[config.mk]
export PLATFORM = sky130hd
export DESIGN_NAME = frac_n_synth_word_calc
export DESIGN_NICKNAME = d
export VERILOG_FILES = /design/src/sv/fnsw_pkg.sv /design/src/sv/frac_n_synth_word_calc.sv /design/src/sv/fnsw_front.sv /design/src/sv/fnsw_queue.sv /design/src/sv/fnsw_div.sv /design/src/sv/fnsw_seq.sv
export SDC_FILE = /design/constraint.sdc
export NUM_CORES = 2
export LEC_CHECK = 0
export ABC_AREA = 1
export BUFFER_PORTS_ARGS = -buffer_cell sky130_fd_sc_hd__buf_2
export CAP_MARGIN = 25
export CORE_MARGIN = 1
export CORE_UTILIZATION = 41
export DETAILED_ROUTE_END_ITERATION = 10
export PLACE_DENSITY_LB_ADDON = 0.3
export SYNTH_ARGS = -nofsm -noshare
export SYNTH_HDL_FRONTEND = slang
export SYNTH_SLANG_ARGS = --single-unit
export TNS_END_PERCENT = 20
[constraint.sdc]
create_clock -name clk -period 11.4 [get_ports clk]
set_clock_uncertainty 0.15 [all_clocks]
set_input_delay 1.71 -clock clk [delete_from_list [all_inputs] [get_ports clk]]
set_output_delay 1.71 -clock clk [all_outputs]
set_load 0.02 [all_outputs]
[src/sv/fnsw_pkg.sv]
// Shared types, constants and the fraction step function of the synthesizer word calculator.
`default_nettype none

package fnsw_pkg;

    // Comparison frequency and rounding offset
    localparam logic [31:0] FNSW_COMP_FREQ_HZ = 32'd20000000;
    localparam logic [31:0] FNSW_ROUND_HZ     = FNSW_COMP_FREQ_HZ >> 21;

    // 20 MHz = 256 * 78125: divide the sum by 256 with a shift, then by 78125
    localparam int unsigned FNSW_LO_BITS      = 8;
    localparam logic [16:0] FNSW_DIV_HI       = 17'(FNSW_COMP_FREQ_HZ >> FNSW_LO_BITS);
    localparam logic [15:0] FNSW_RECIP        = 16'((64'd1 << 32) / 64'(FNSW_DIV_HI));

    // Fraction is built by restoring division, a few bits per pipeline stage
    localparam int unsigned FNSW_FRAC_BITS    = 20;
    localparam int unsigned FNSW_STEP_BITS    = 5;
    localparam int unsigned FNSW_FRAC_STAGES  = FNSW_FRAC_BITS / FNSW_STEP_BITS;

    // Default depth of the request queue between front and back
    localparam int unsigned FNSW_QUEUE_DEPTH  = 4;

    // Register reset values
    localparam logic [31:0] FNSW_MIN_FREQ_RST = 32'd2300000000;
    localparam logic [31:0] FNSW_MAX_FREQ_RST = 32'd2600000000;

    // Synthesizer register numbers packed into the SPI words
    localparam logic [3:0]  FNSW_SYN_REG3     = 4'd3;
    localparam logic [3:0]  FNSW_SYN_REG4     = 4'd4;

    // Configuration register index, taken from paddr[2]
    localparam logic        FNSW_REG_MIN_FREQ = 1'b0;
    localparam logic        FNSW_REG_MAX_FREQ = 1'b1;

    typedef enum logic [1:0] {
        BEAT_W3_HI,
        BEAT_W3_LO,
        BEAT_W4_HI,
        BEAT_W4_LO
    } beat_t;

    // Classified request as held in the queue
    typedef struct packed {
        logic        ok;
        logic [32:0] sum;
    } req_t;

    // Divider result handed to the result sequencer
    typedef struct packed {
        logic        ok;
        logic [7:0]  n;
        logic [19:0] frac;
    } div_res_t;

    // Handshake between divider pipeline and sequencer
    typedef struct packed {
        logic     valid;
        div_res_t res;
    } div_out_t;

    typedef struct packed {
        logic [24:0] rem;
        logic [19:0] frac;
    } frac_step_t;

    // Several restoring division steps: shift, compare, subtract
    function automatic frac_step_t frac_step(input logic [24:0] rem_in,
                                             input logic [19:0] frac_in);
        frac_step_t  r;
        logic [25:0] dbl;
        r.rem  = rem_in;
        r.frac = frac_in;
        for (int i = 0; i < int'(FNSW_STEP_BITS); i++) begin
            dbl = {r.rem, 1'b0};
            if (dbl >= 26'(FNSW_COMP_FREQ_HZ)) begin
                dbl    = dbl - 26'(FNSW_COMP_FREQ_HZ);
                r.frac = {r.frac[18:0], 1'b1};
            end
            else begin
                r.frac = {r.frac[18:0], 1'b0};
            end
            r.rem = dbl[24:0];
        end
        return r;
    endfunction

endpackage

`default_nettype wire

[src/sv/frac_n_synth_word_calc.sv]
// Top level of the fractional-N synthesizer word calculator.
//
//  channel   handshake                     payload
//  request   start in, busy out            lo_freq_hz
//  result    result_valid out (strobe)     freq_ok, word_present, spi_chunk,
//                                          int_divider, frac_divider, last_of_run
//  config    APB psel/penable/pwrite       paddr, pwdata, prdata, pready
//
// A request is taken in any cycle with start high and busy low; busy rises only
// when the request queue is full. An in-window request gives four consecutive
// results, a rejected one a single result, so the result sequencer sets the
// sustained request rate. A request passes the queue, the eight divider stages
// and the sequencer before its first result. Reset restores the window registers
// and empties queue and pipeline; results are never held off.
`default_nettype none

module frac_n_synth_word_calc
    import fnsw_pkg::*;
#(
    parameter int unsigned QueueDepth = FNSW_QUEUE_DEPTH
)
(
    input  wire logic        clk,
    input  wire logic        rst_n,
    input  wire logic        start,
    output logic             busy,
    input  wire logic [31:0] lo_freq_hz,
    output logic             result_valid,
    output logic             freq_ok,
    output logic             word_present,
    output logic [8:0]       spi_chunk,
    output logic [7:0]       int_divider,
    output logic [19:0]      frac_divider,
    output logic             last_of_run,
    input  wire logic        psel,
    input  wire logic        penable,
    input  wire logic        pwrite,
    input  wire logic [2:0]  paddr,
    input  wire logic [31:0] pwdata,
    output logic [31:0]      prdata,
    output logic             pready
);

    logic     q_full;
    logic     q_empty;
    logic     push;
    req_t     push_data;
    logic     pop;
    req_t     pop_data;
    div_out_t div_out;
    logic     take;

    assign busy = q_full;

    fnsw_front u_front (
        .clk       (clk),
        .rst_n     (rst_n),
        .start     (start),
        .lo_freq_hz(lo_freq_hz),
        .q_full    (q_full),
        .push      (push),
        .push_data (push_data),
        .psel      (psel),
        .penable   (penable),
        .pwrite    (pwrite),
        .paddr     (paddr),
        .pwdata    (pwdata),
        .prdata    (prdata),
        .pready    (pready)
    );

    fnsw_queue #(
        .Depth(QueueDepth)
    ) u_queue (
        .clk      (clk),
        .rst_n    (rst_n),
        .push     (push),
        .push_data(push_data),
        .pop      (pop),
        .pop_data (pop_data),
        .empty    (q_empty),
        .full     (q_full)
    );

    fnsw_div u_div (
        .clk     (clk),
        .rst_n   (rst_n),
        .in_valid(!q_empty),
        .in_data (pop_data),
        .pop     (pop),
        .out     (div_out),
        .take    (take)
    );

    fnsw_seq u_seq (
        .clk         (clk),
        .rst_n       (rst_n),
        .in          (div_out),
        .take        (take),
        .result_valid(result_valid),
        .freq_ok     (freq_ok),
        .word_present(word_present),
        .spi_chunk   (spi_chunk),
        .int_divider (int_divider),
        .frac_divider(frac_divider),
        .last_of_run (last_of_run)
    );

    // A rejected request ends in one empty result
    assert property (@(posedge clk) disable iff (!rst_n)
        result_valid && !freq_ok |-> last_of_run && !word_present && spi_chunk == '0
                                     && int_divider == '0 && frac_divider == '0)
        else $error("rejected request result malformed");

    // An accepted run continues without gaps
    assert property (@(posedge clk) disable iff (!rst_n)
        result_valid && freq_ok && !last_of_run |=> result_valid && freq_ok)
        else $error("accepted run broken");

    // An accepted run ends on its fourth transfer
    assert property (@(posedge clk) disable iff (!rst_n)
        result_valid && freq_ok && last_of_run |->
            $past(result_valid, 3) && $past(freq_ok, 3) && !$past(last_of_run, 1)
            && !$past(last_of_run, 2) && !$past(last_of_run, 3))
        else $error("accepted run length wrong");

endmodule

`default_nettype wire

[src/sv/fnsw_front.sv]
// Front end: configuration registers, window check and request classification.
`default_nettype none

module fnsw_front
    import fnsw_pkg::*;
(
    input  wire logic        clk,
    input  wire logic        rst_n,
    input  wire logic        start,
    input  wire logic [31:0] lo_freq_hz,
    input  wire logic        q_full,
    output logic             push,
    output req_t             push_data,
    input  wire logic        psel,
    input  wire logic        penable,
    input  wire logic        pwrite,
    input  wire logic [2:0]  paddr,
    input  wire logic [31:0] pwdata,
    output logic [31:0]      prdata,
    output logic             pready
);

    logic [31:0] min_freq_reg;
    logic [31:0] max_freq_reg;
    logic        wr_en;

    assign pready = 1'b1;
    assign wr_en  = psel && penable && pwrite;

    always_ff @(posedge clk or negedge rst_n) begin
        if (!rst_n) begin
            min_freq_reg <= FNSW_MIN_FREQ_RST;
            max_freq_reg <= FNSW_MAX_FREQ_RST;
        end
        else if (wr_en) begin
            unique case (paddr[2])
                FNSW_REG_MIN_FREQ: min_freq_reg <= pwdata;
                FNSW_REG_MAX_FREQ: max_freq_reg <= pwdata;
                default:           ;
            endcase
        end
    end

    always_comb begin
        unique case (paddr[2])
            FNSW_REG_MIN_FREQ: prdata = min_freq_reg;
            FNSW_REG_MAX_FREQ: prdata = max_freq_reg;
            default:           prdata = '0;
        endcase
    end

    // Classify at accept: window check and rounded sum, no wrap
    assign push          = start && !q_full;
    assign push_data.ok  = (lo_freq_hz >= min_freq_reg) && (lo_freq_hz <= max_freq_reg);
    assign push_data.sum = {1'b0, lo_freq_hz} + {1'b0, FNSW_ROUND_HZ};

endmodule

`default_nettype wire

[src/sv/fnsw_queue.sv]
// Short request queue between the front end and the divider pipeline.
`default_nettype none

module fnsw_queue
    import fnsw_pkg::*;
#(
    parameter int unsigned Depth = FNSW_QUEUE_DEPTH
)
(
    input  wire logic clk,
    input  wire logic rst_n,
    input  wire logic push,
    input  wire req_t push_data,
    input  wire logic pop,
    output req_t      pop_data,
    output logic      empty,
    output logic      full
);

    localparam int unsigned PtrW = (Depth > 1) ? $clog2(Depth) : 1;
    localparam int unsigned CntW = $clog2(Depth + 1);

    req_t              mem_reg [Depth];
    logic [PtrW-1:0]   wr_ptr_reg;
    logic [PtrW-1:0]   rd_ptr_reg;
    logic [CntW-1:0]   count_reg;
    logic [PtrW-1:0]   wr_ptr_next;
    logic [PtrW-1:0]   rd_ptr_next;
    logic [CntW-1:0]   count_next;

    assign empty    = (count_reg == '0);
    assign full     = (count_reg == CntW'(Depth));
    assign pop_data = mem_reg[rd_ptr_reg];

    always_comb begin
        wr_ptr_next = wr_ptr_reg;
        rd_ptr_next = rd_ptr_reg;
        count_next  = count_reg;
        if (push) begin
            wr_ptr_next = (wr_ptr_reg == PtrW'(Depth - 1)) ? '0 : wr_ptr_reg + 1'b1;
        end
        if (pop) begin
            rd_ptr_next = (rd_ptr_reg == PtrW'(Depth - 1)) ? '0 : rd_ptr_reg + 1'b1;
        end
        if (push && !pop) begin
            count_next = count_reg + 1'b1;
        end
        else if (pop && !push) begin
            count_next = count_reg - 1'b1;
        end
    end

    always_ff @(posedge clk or negedge rst_n) begin
        if (!rst_n) begin
            wr_ptr_reg <= '0;
            rd_ptr_reg <= '0;
            count_reg  <= '0;
        end
        else begin
            wr_ptr_reg <= wr_ptr_next;
            rd_ptr_reg <= rd_ptr_next;
            count_reg  <= count_next;
        end
    end

    always_ff @(posedge clk) begin
        if (push) begin
            mem_reg[wr_ptr_reg] <= push_data;
        end
    end

endmodule

`default_nettype wire

[src/sv/fnsw_div.sv]
// Divider pipeline: integer divider by reciprocal multiply, fraction by restoring division.
`default_nettype none

module fnsw_div
    import fnsw_pkg::*;
(
    input  wire logic clk,
    input  wire logic rst_n,
    input  wire logic in_valid,
    input  wire req_t in_data,
    output logic      pop,
    output div_out_t  out,
    input  wire logic take
);

    localparam int unsigned NumStages = 4 + FNSW_FRAC_STAGES;

    logic [NumStages-1:0] v_reg;
    logic [NumStages:0]   en;

    // Stage 0: split sum into sum/256 and the low byte
    logic        s0_ok_reg;
    logic [24:0] s0_x_reg;
    logic [7:0]  s0_lo_reg;
    // Stage 1: quotient estimate, at most one low
    logic        s1_ok_reg;
    logic [24:0] s1_x_reg;
    logic [7:0]  s1_lo_reg;
    logic [8:0]  s1_q_reg;
    // Stage 2: partial remainder below twice the divisor
    logic        s2_ok_reg;
    logic [7:0]  s2_lo_reg;
    logic [8:0]  s2_q_reg;
    logic [17:0] s2_r_reg;
    // Stage 3: corrected integer divider and remainder
    logic        s3_ok_reg;
    logic [7:0]  s3_n_reg;
    logic [24:0] s3_rem_reg;
    // Fraction stages
    logic        fs_ok_reg   [FNSW_FRAC_STAGES];
    logic [7:0]  fs_n_reg    [FNSW_FRAC_STAGES];
    logic [24:0] fs_rem_reg  [FNSW_FRAC_STAGES];
    logic [19:0] fs_frac_reg [FNSW_FRAC_STAGES];

    logic [40:0] prod1;
    logic [25:0] prod2;
    logic [25:0] diff2;
    logic        corr3;
    logic [8:0]  n3;
    logic [17:0] r3;

    logic        src_ok   [FNSW_FRAC_STAGES];
    logic [7:0]  src_n    [FNSW_FRAC_STAGES];
    frac_step_t  src_step [FNSW_FRAC_STAGES];
    frac_step_t  dst_step [FNSW_FRAC_STAGES];

    // A stage loads when it is empty or its successor moves on
    always_comb begin
        en[NumStages] = take;
        for (int k = NumStages - 1; k >= 0; k--) begin
            en[k] = !v_reg[k] || en[k+1];
        end
    end

    assign pop = en[0] && in_valid;

    always_ff @(posedge clk or negedge rst_n) begin
        if (!rst_n) begin
            v_reg <= '0;
        end
        else begin
            if (en[0]) begin
                v_reg[0] <= in_valid;
            end
            for (int k = 1; k < int'(NumStages); k++) begin
                if (en[k]) begin
                    v_reg[k] <= v_reg[k-1];
                end
            end
        end
    end

    assign prod1 = 41'(s0_x_reg) * 41'(FNSW_RECIP);
    assign prod2 = 26'(s1_q_reg) * 26'(FNSW_DIV_HI);
    assign diff2 = 26'(s1_x_reg) - prod2;
    assign corr3 = (s2_r_reg >= 18'(FNSW_DIV_HI));
    assign n3    = corr3 ? s2_q_reg + 1'b1 : s2_q_reg;
    assign r3    = corr3 ? s2_r_reg - 18'(FNSW_DIV_HI) : s2_r_reg;

    always_comb begin
        for (int j = 0; j < int'(FNSW_FRAC_STAGES); j++) begin
            if (j == 0) begin
                src_ok[j]        = s3_ok_reg;
                src_n[j]         = s3_n_reg;
                src_step[j].rem  = s3_rem_reg;
                src_step[j].frac = '0;
            end
            else begin
                src_ok[j]        = fs_ok_reg[j-1];
                src_n[j]         = fs_n_reg[j-1];
                src_step[j].rem  = fs_rem_reg[j-1];
                src_step[j].frac = fs_frac_reg[j-1];
            end
            dst_step[j] = frac_step(src_step[j].rem, src_step[j].frac);
        end
    end

    always_ff @(posedge clk) begin
        if (en[0]) begin
            s0_ok_reg <= in_data.ok;
            s0_x_reg  <= in_data.sum[32:FNSW_LO_BITS];
            s0_lo_reg <= in_data.sum[FNSW_LO_BITS-1:0];
        end
        if (en[1]) begin
            s1_ok_reg <= s0_ok_reg;
            s1_x_reg  <= s0_x_reg;
            s1_lo_reg <= s0_lo_reg;
            s1_q_reg  <= prod1[40:32];
        end
        if (en[2]) begin
            s2_ok_reg <= s1_ok_reg;
            s2_lo_reg <= s1_lo_reg;
            s2_q_reg  <= s1_q_reg;
            s2_r_reg  <= diff2[17:0];
        end
        if (en[3]) begin
            s3_ok_reg  <= s2_ok_reg;
            s3_n_reg   <= n3[7:0];
            s3_rem_reg <= {r3[16:0], s2_lo_reg};
        end
        for (int j = 0; j < int'(FNSW_FRAC_STAGES); j++) begin
            if (en[4+j]) begin
                fs_ok_reg[j]   <= src_ok[j];
                fs_n_reg[j]    <= src_n[j];
                fs_rem_reg[j]  <= dst_step[j].rem;
                fs_frac_reg[j] <= dst_step[j].frac;
            end
        end
    end

    // Rejected requests carry zero dividers
    assign out.valid    = v_reg[NumStages-1];
    assign out.res.ok   = fs_ok_reg[FNSW_FRAC_STAGES-1];
    assign out.res.n    = fs_ok_reg[FNSW_FRAC_STAGES-1] ? fs_n_reg[FNSW_FRAC_STAGES-1] : '0;
    assign out.res.frac = fs_ok_reg[FNSW_FRAC_STAGES-1] ?
                          fs_frac_reg[FNSW_FRAC_STAGES-1] : '0;

endmodule

`default_nettype wire

[src/sv/fnsw_seq.sv]
// Result sequencer: splits the two synthesizer words of an accepted request into four 9-bit SPI transfers.
`default_nettype none

module fnsw_seq
    import fnsw_pkg::*;
(
    input  wire logic     clk,
    input  wire logic     rst_n,
    input  wire div_out_t in,
    output logic          take,
    output logic          result_valid,
    output logic          freq_ok,
    output logic          word_present,
    output logic [8:0]    spi_chunk,
    output logic [7:0]    int_divider,
    output logic [19:0]   frac_divider,
    output logic          last_of_run
);

    logic     active_reg;
    logic     active_next;
    beat_t    beat_reg;
    beat_t    beat_next;
    div_res_t res_reg;
    logic     done;

    logic [17:0] w3;
    logic [17:0] w4;

    assign done = active_reg && (!res_reg.ok || beat_reg == BEAT_W4_LO);
    assign take = !active_reg || done;

    always_comb begin
        active_next = active_reg;
        beat_next   = beat_reg;
        if (take) begin
            active_next = in.valid;
            beat_next   = BEAT_W3_HI;
        end
        else begin
            unique case (beat_reg)
                BEAT_W3_HI: beat_next = BEAT_W3_LO;
                BEAT_W3_LO: beat_next = BEAT_W4_HI;
                BEAT_W4_HI: beat_next = BEAT_W4_LO;
                BEAT_W4_LO: beat_next = BEAT_W4_LO;
                default:    beat_next = BEAT_W3_HI;
            endcase
        end
    end

    always_ff @(posedge clk or negedge rst_n) begin
        if (!rst_n) begin
            active_reg <= 1'b0;
            beat_reg   <= BEAT_W3_HI;
        end
        else begin
            active_reg <= active_next;
            beat_reg   <= beat_next;
        end
    end

    always_ff @(posedge clk) begin
        if (take && in.valid) begin
            res_reg <= in.res;
        end
    end

    assign w3 = {res_reg.frac[5:0], res_reg.n, FNSW_SYN_REG3};
    assign w4 = {res_reg.frac[19:6], FNSW_SYN_REG4};

    always_comb begin
        unique case (beat_reg)
            BEAT_W3_HI: spi_chunk = w3[17:9];
            BEAT_W3_LO: spi_chunk = w3[8:0];
            BEAT_W4_HI: spi_chunk = w4[17:9];
            BEAT_W4_LO: spi_chunk = w4[8:0];
            default:    spi_chunk = '0;
        endcase
        if (!res_reg.ok) begin
            spi_chunk = '0;
        end
    end

    assign result_valid = active_reg;
    assign freq_ok      = res_reg.ok;
    assign word_present = res_reg.ok;
    assign int_divider  = res_reg.n;
    assign frac_divider = res_reg.frac;
    assign last_of_run  = done;

endmodule

`default_nettype wire

==> impl_table.tex <==
\begin{tabular}{lr}
\hline
Metric & Value \\
\hline
\multicolumn{2}{l}{\textbf{Status}} \\
Outcome & finished clean \\
\multicolumn{2}{l}{\textbf{Placement}} \\
Dpl cell area & 46600 sq um \\
Placed cell count & 6960 \\
Post-detailed-placement half-perimeter wirelength & 77800 um \\
Placer congestion estimate & 0.910 \\
Port Buffers & 144 \\
\multicolumn{2}{l}{\textbf{Synth}} \\
Share of synthesized cell area in full adder, half adder and majority cells & 19.6\% \\
Main combinational cell family by area after synthesis & simple AND/OR/NAND/NOR gates \\
Synth cell types & 67 \\
Post-synthesis instance area & 44500 sq um \\
Flip-flop and latch count after synthesis & $\sim$530 \\
Mean instance size in the synthesized netlist & 8.11 sq um \\
Synthesized-area fraction occupied by ao, oa, aoi and oai cells & 7.00\% \\
Top cell type by total area after synthesis & edfxtp\_1 \\
Most common flop cell mapped by yosys & edfxtp\_1 \\
Fraction of synthesized cell area taken by the top area cell type & between 20 and 30\% \\
Synthesized net count & 6110 \\
Sequential area share after synthesis & between 30\% and 40\% \\
Simple-Gate Fraction of Synth Area & 25.0\% \\
Synth warn & 0 \\
Number of synthesized flops with an enable pin & between 400 and 500 \\
Parity-gate share of the synthesized area counting xor and xnor cells & 4.20\% \\
Post-synthesis mux area share & 0\% \\
Main area contributors after synthesis & edfxtp\_1 (30\%), nand2\_1 (13\%), fa\_1 (11\%) \\
Number of cells produced by synthesis & 5490 \\
Fraction of synthesis flops using an asynchronous set or reset pin & 15.6\% \\
\multicolumn{2}{l}{\textbf{Floorplanning}} \\
Die boundary height & 332 um \\
Horizontal extent of the die & between 300 and 400 um \\
Area of the die & 110000 sq um \\
IO Pins & $\sim$150 \\
Std-Cell Core Area & between 100000 and 150000 sq um \\
Initial Utilization & 41.5\% \\
Site Rows & between 100 and 150 \\
\multicolumn{2}{l}{\textbf{Timing}} \\
Number of endpoints failing setup at the final stage & 0 \\
Final hold vios & 0 \\
Worst slew pin tran & 0.932 ns \\
Count of pins over their slew limit & 0 \\
Achievable frequency & about 120 MHz \\
RSZ-0062 raised after global routing & false \\
Clock period minus final worst setup slack & 8.30 ns \\
Smallest hold slack & around 0.23 ns \\
Setup TNS after final layout & 0 ns \\
Final period utilization & 72.8\% \\
Slew margin rel. & 37.9\% \\
\multicolumn{2}{l}{\textbf{Critical path}} \\
Highest net fanout along the worst path & 29 \\
Largest stage delay on the critical path & 0.49 ns \\
CP Class & register to register \\
Required time at the endpoint of the critical path & 11.62 ns \\
Most frequent cell on the critical path & nand2\_1 \\
Cell with the largest stage delay on the worst path & edfxtp\_1 \\
Startpoint class of the critical path & register \\
Worst EP arrival & 8.52 ns \\
Nature of the critical path endpoint & register \\
\multicolumn{2}{l}{\textbf{Cells and area}} \\
Final cell count without fillers & 7073 \\
Post-route cell area & 48600 sq um \\
Max reg flops & 136 \\
Most frequent standard cell in the layout excluding fill and tap cells & nand2\_1 \\
\# fillers & 10400 \\
Ratio of cells with drive above 1 in the final layout & 8.78\% \\
Final antenna diode count & 0 \\
Synth-to-Final Area Change & 9.04\% \\
Commonest cells after routing, fill and taps aside & nand2\_1 (1483), inv\_1 (928), edfxtp\_1 (444) \\
Number of nets in the layout & 6241 \\
\multicolumn{2}{l}{\textbf{Route}} \\
Via count of the routed design & 34700 \\
Total DRC errors in the routed layout & 0 \\
Routed wire length per instance & 13.9 um \\
Mean number of vias per cell & 4.91 \\
Number of DRC markers in iteration 0 & about 2000 \\
Total Wirelength & 98600 um \\
Antenna-violating nets left & 0 \\
Length of the first detailed-routing pass in iterations & 6 \\
\multicolumn{2}{l}{\textbf{Clocking}} \\
Buffer levels on the longest clock path & 3 \\
Clock transition at path regs & 0.06 ns \\
TritonCTS Buffers & 58 \\
Number of levels in the clock H-tree & 2 \\
Clock latency reported for the late side of the worst-skew pair & 0.69 ns \\
Sinks on Clock Net & 526 \\
Post-CTS resize count & 0 \\
Setup repair bufs after CTS & 0 \\
Clock Tree Root & clkbuf\_16 \\
Number of buffers inserted by hold repair at cts & 0 \\
TritonCTS clock tree & built \\
\multicolumn{2}{l}{\textbf{Run}} \\
Number of maximum-capacitance constraint violations & 0 \\
\multicolumn{2}{l}{\textbf{Global route}} \\
Number of global-route vias before repair & 34200 \\
GRT Util Overall & 18.2\% \\
Maximum number of pins on one net before global-route repair & 72 \\
Global route total overflow & 0 \\
Antenna violations before repair & 0 \\
Wire length of the first global-routing pass & 168000 um \\
\multicolumn{2}{l}{\textbf{Hold path}} \\
Worst min path class & register to register \\
\hline
\end{tabular}
[synth_stat cells, types with 12 or more instances]
master,number
nand2_1,1485
inv_1,929
nor2_1,445
edfxtp_1,444
nand3_1,338
ha_1,293
o21ai_0,263
fa_1,254
xor2_1,176
a21oi_1,139
nand4_1,90
nand2_2,72
dfrtp_1,56
clkbuf_1,41
nor3_1,41
o22ai_1,39
inv_2,38
o21ai_1,36
xnor2_1,36
nor2_2,27
dfstp_2,26
buf_6,23
buf_4,15
nand3b_1,14
nor2_4,13
nand3_2,12
[path summary, 6_finish.rpt]
path                                          from                        to  slack (ns)  cells past startpoint
max reg2reg                u_div.fs_rem_reg[0][16]   u_div.fs_rem_reg[1][23]        3.10                     49
min                        u_div.fs_frac_reg[2][2]   u_div.fs_frac_reg[3][7]        0.23                      0
min in group asynchronous                    rst_n         u_seq.beat_reg[1]        0.79                      1
max                        u_div.fs_rem_reg[0][16]   u_div.fs_rem_reg[1][23]        3.10                     49
max in group asynchronous                    rst_n  u_front.min_freq_reg[25]        9.10                      2
min reg2reg                u_div.fs_frac_reg[2][2]   u_div.fs_frac_reg[3][7]        0.23                      0
[routing by layer]
| layer | global-route usage [%] | vias to the layer above | wire length (um) |
|---|---|---|---|
| met5 | 0 | - | 0 |
| met4 | 4.24 | 0 | 1820 |
| met3 | 2.20 | 118 | 3770 |
| met2 | 32.1 | 601 | 48100 |
| met1 | 23.8 | 16100 | 45000 |
| li1 | - | 17800 | - |
[through the flow]
stage	worst slack [ns]	util, %
floorplan	3.15	-
global placement	3.32	43.4
detailed placement	3.21	43.4
CTS	3.15	45.2
global route	2.20	45.2
finish	3.10	45.2
[cell type report]
class	instances	area (sq um)	area share [%]
clock buffers	68	1490	3.07
clock inverters	41	379	0.780
inverters	970	3640	7.50
multi-input cells	3898	24900	51.3
flip-flops and latches	526	15400	31.7
well taps	1403	1760	3.61
repair buffers	167	988	2.03
[logic make-up after synthesis]
group	Yosys count
compound gates	558
xor+xnor	213
fa+ha+maj	547
buf+inv	1066
flops	526
other cells	1
simple gates	2579
[critical path, delay by kind of cell, from the launching register on]
family	cells	cell delay, ns
buffers and inverters	6	0.48
flip-flops	1	0.49
AND/OR/NAND/NOR	38	5.66
adder cells (fa/ha/maj)	3	0.75
AO/OA/AOI/OAI	2	0.42
Power is left out: the tool's default activity adds up to more than one toggle a clock period on the data nets, which glitch-free logic cannot reach.
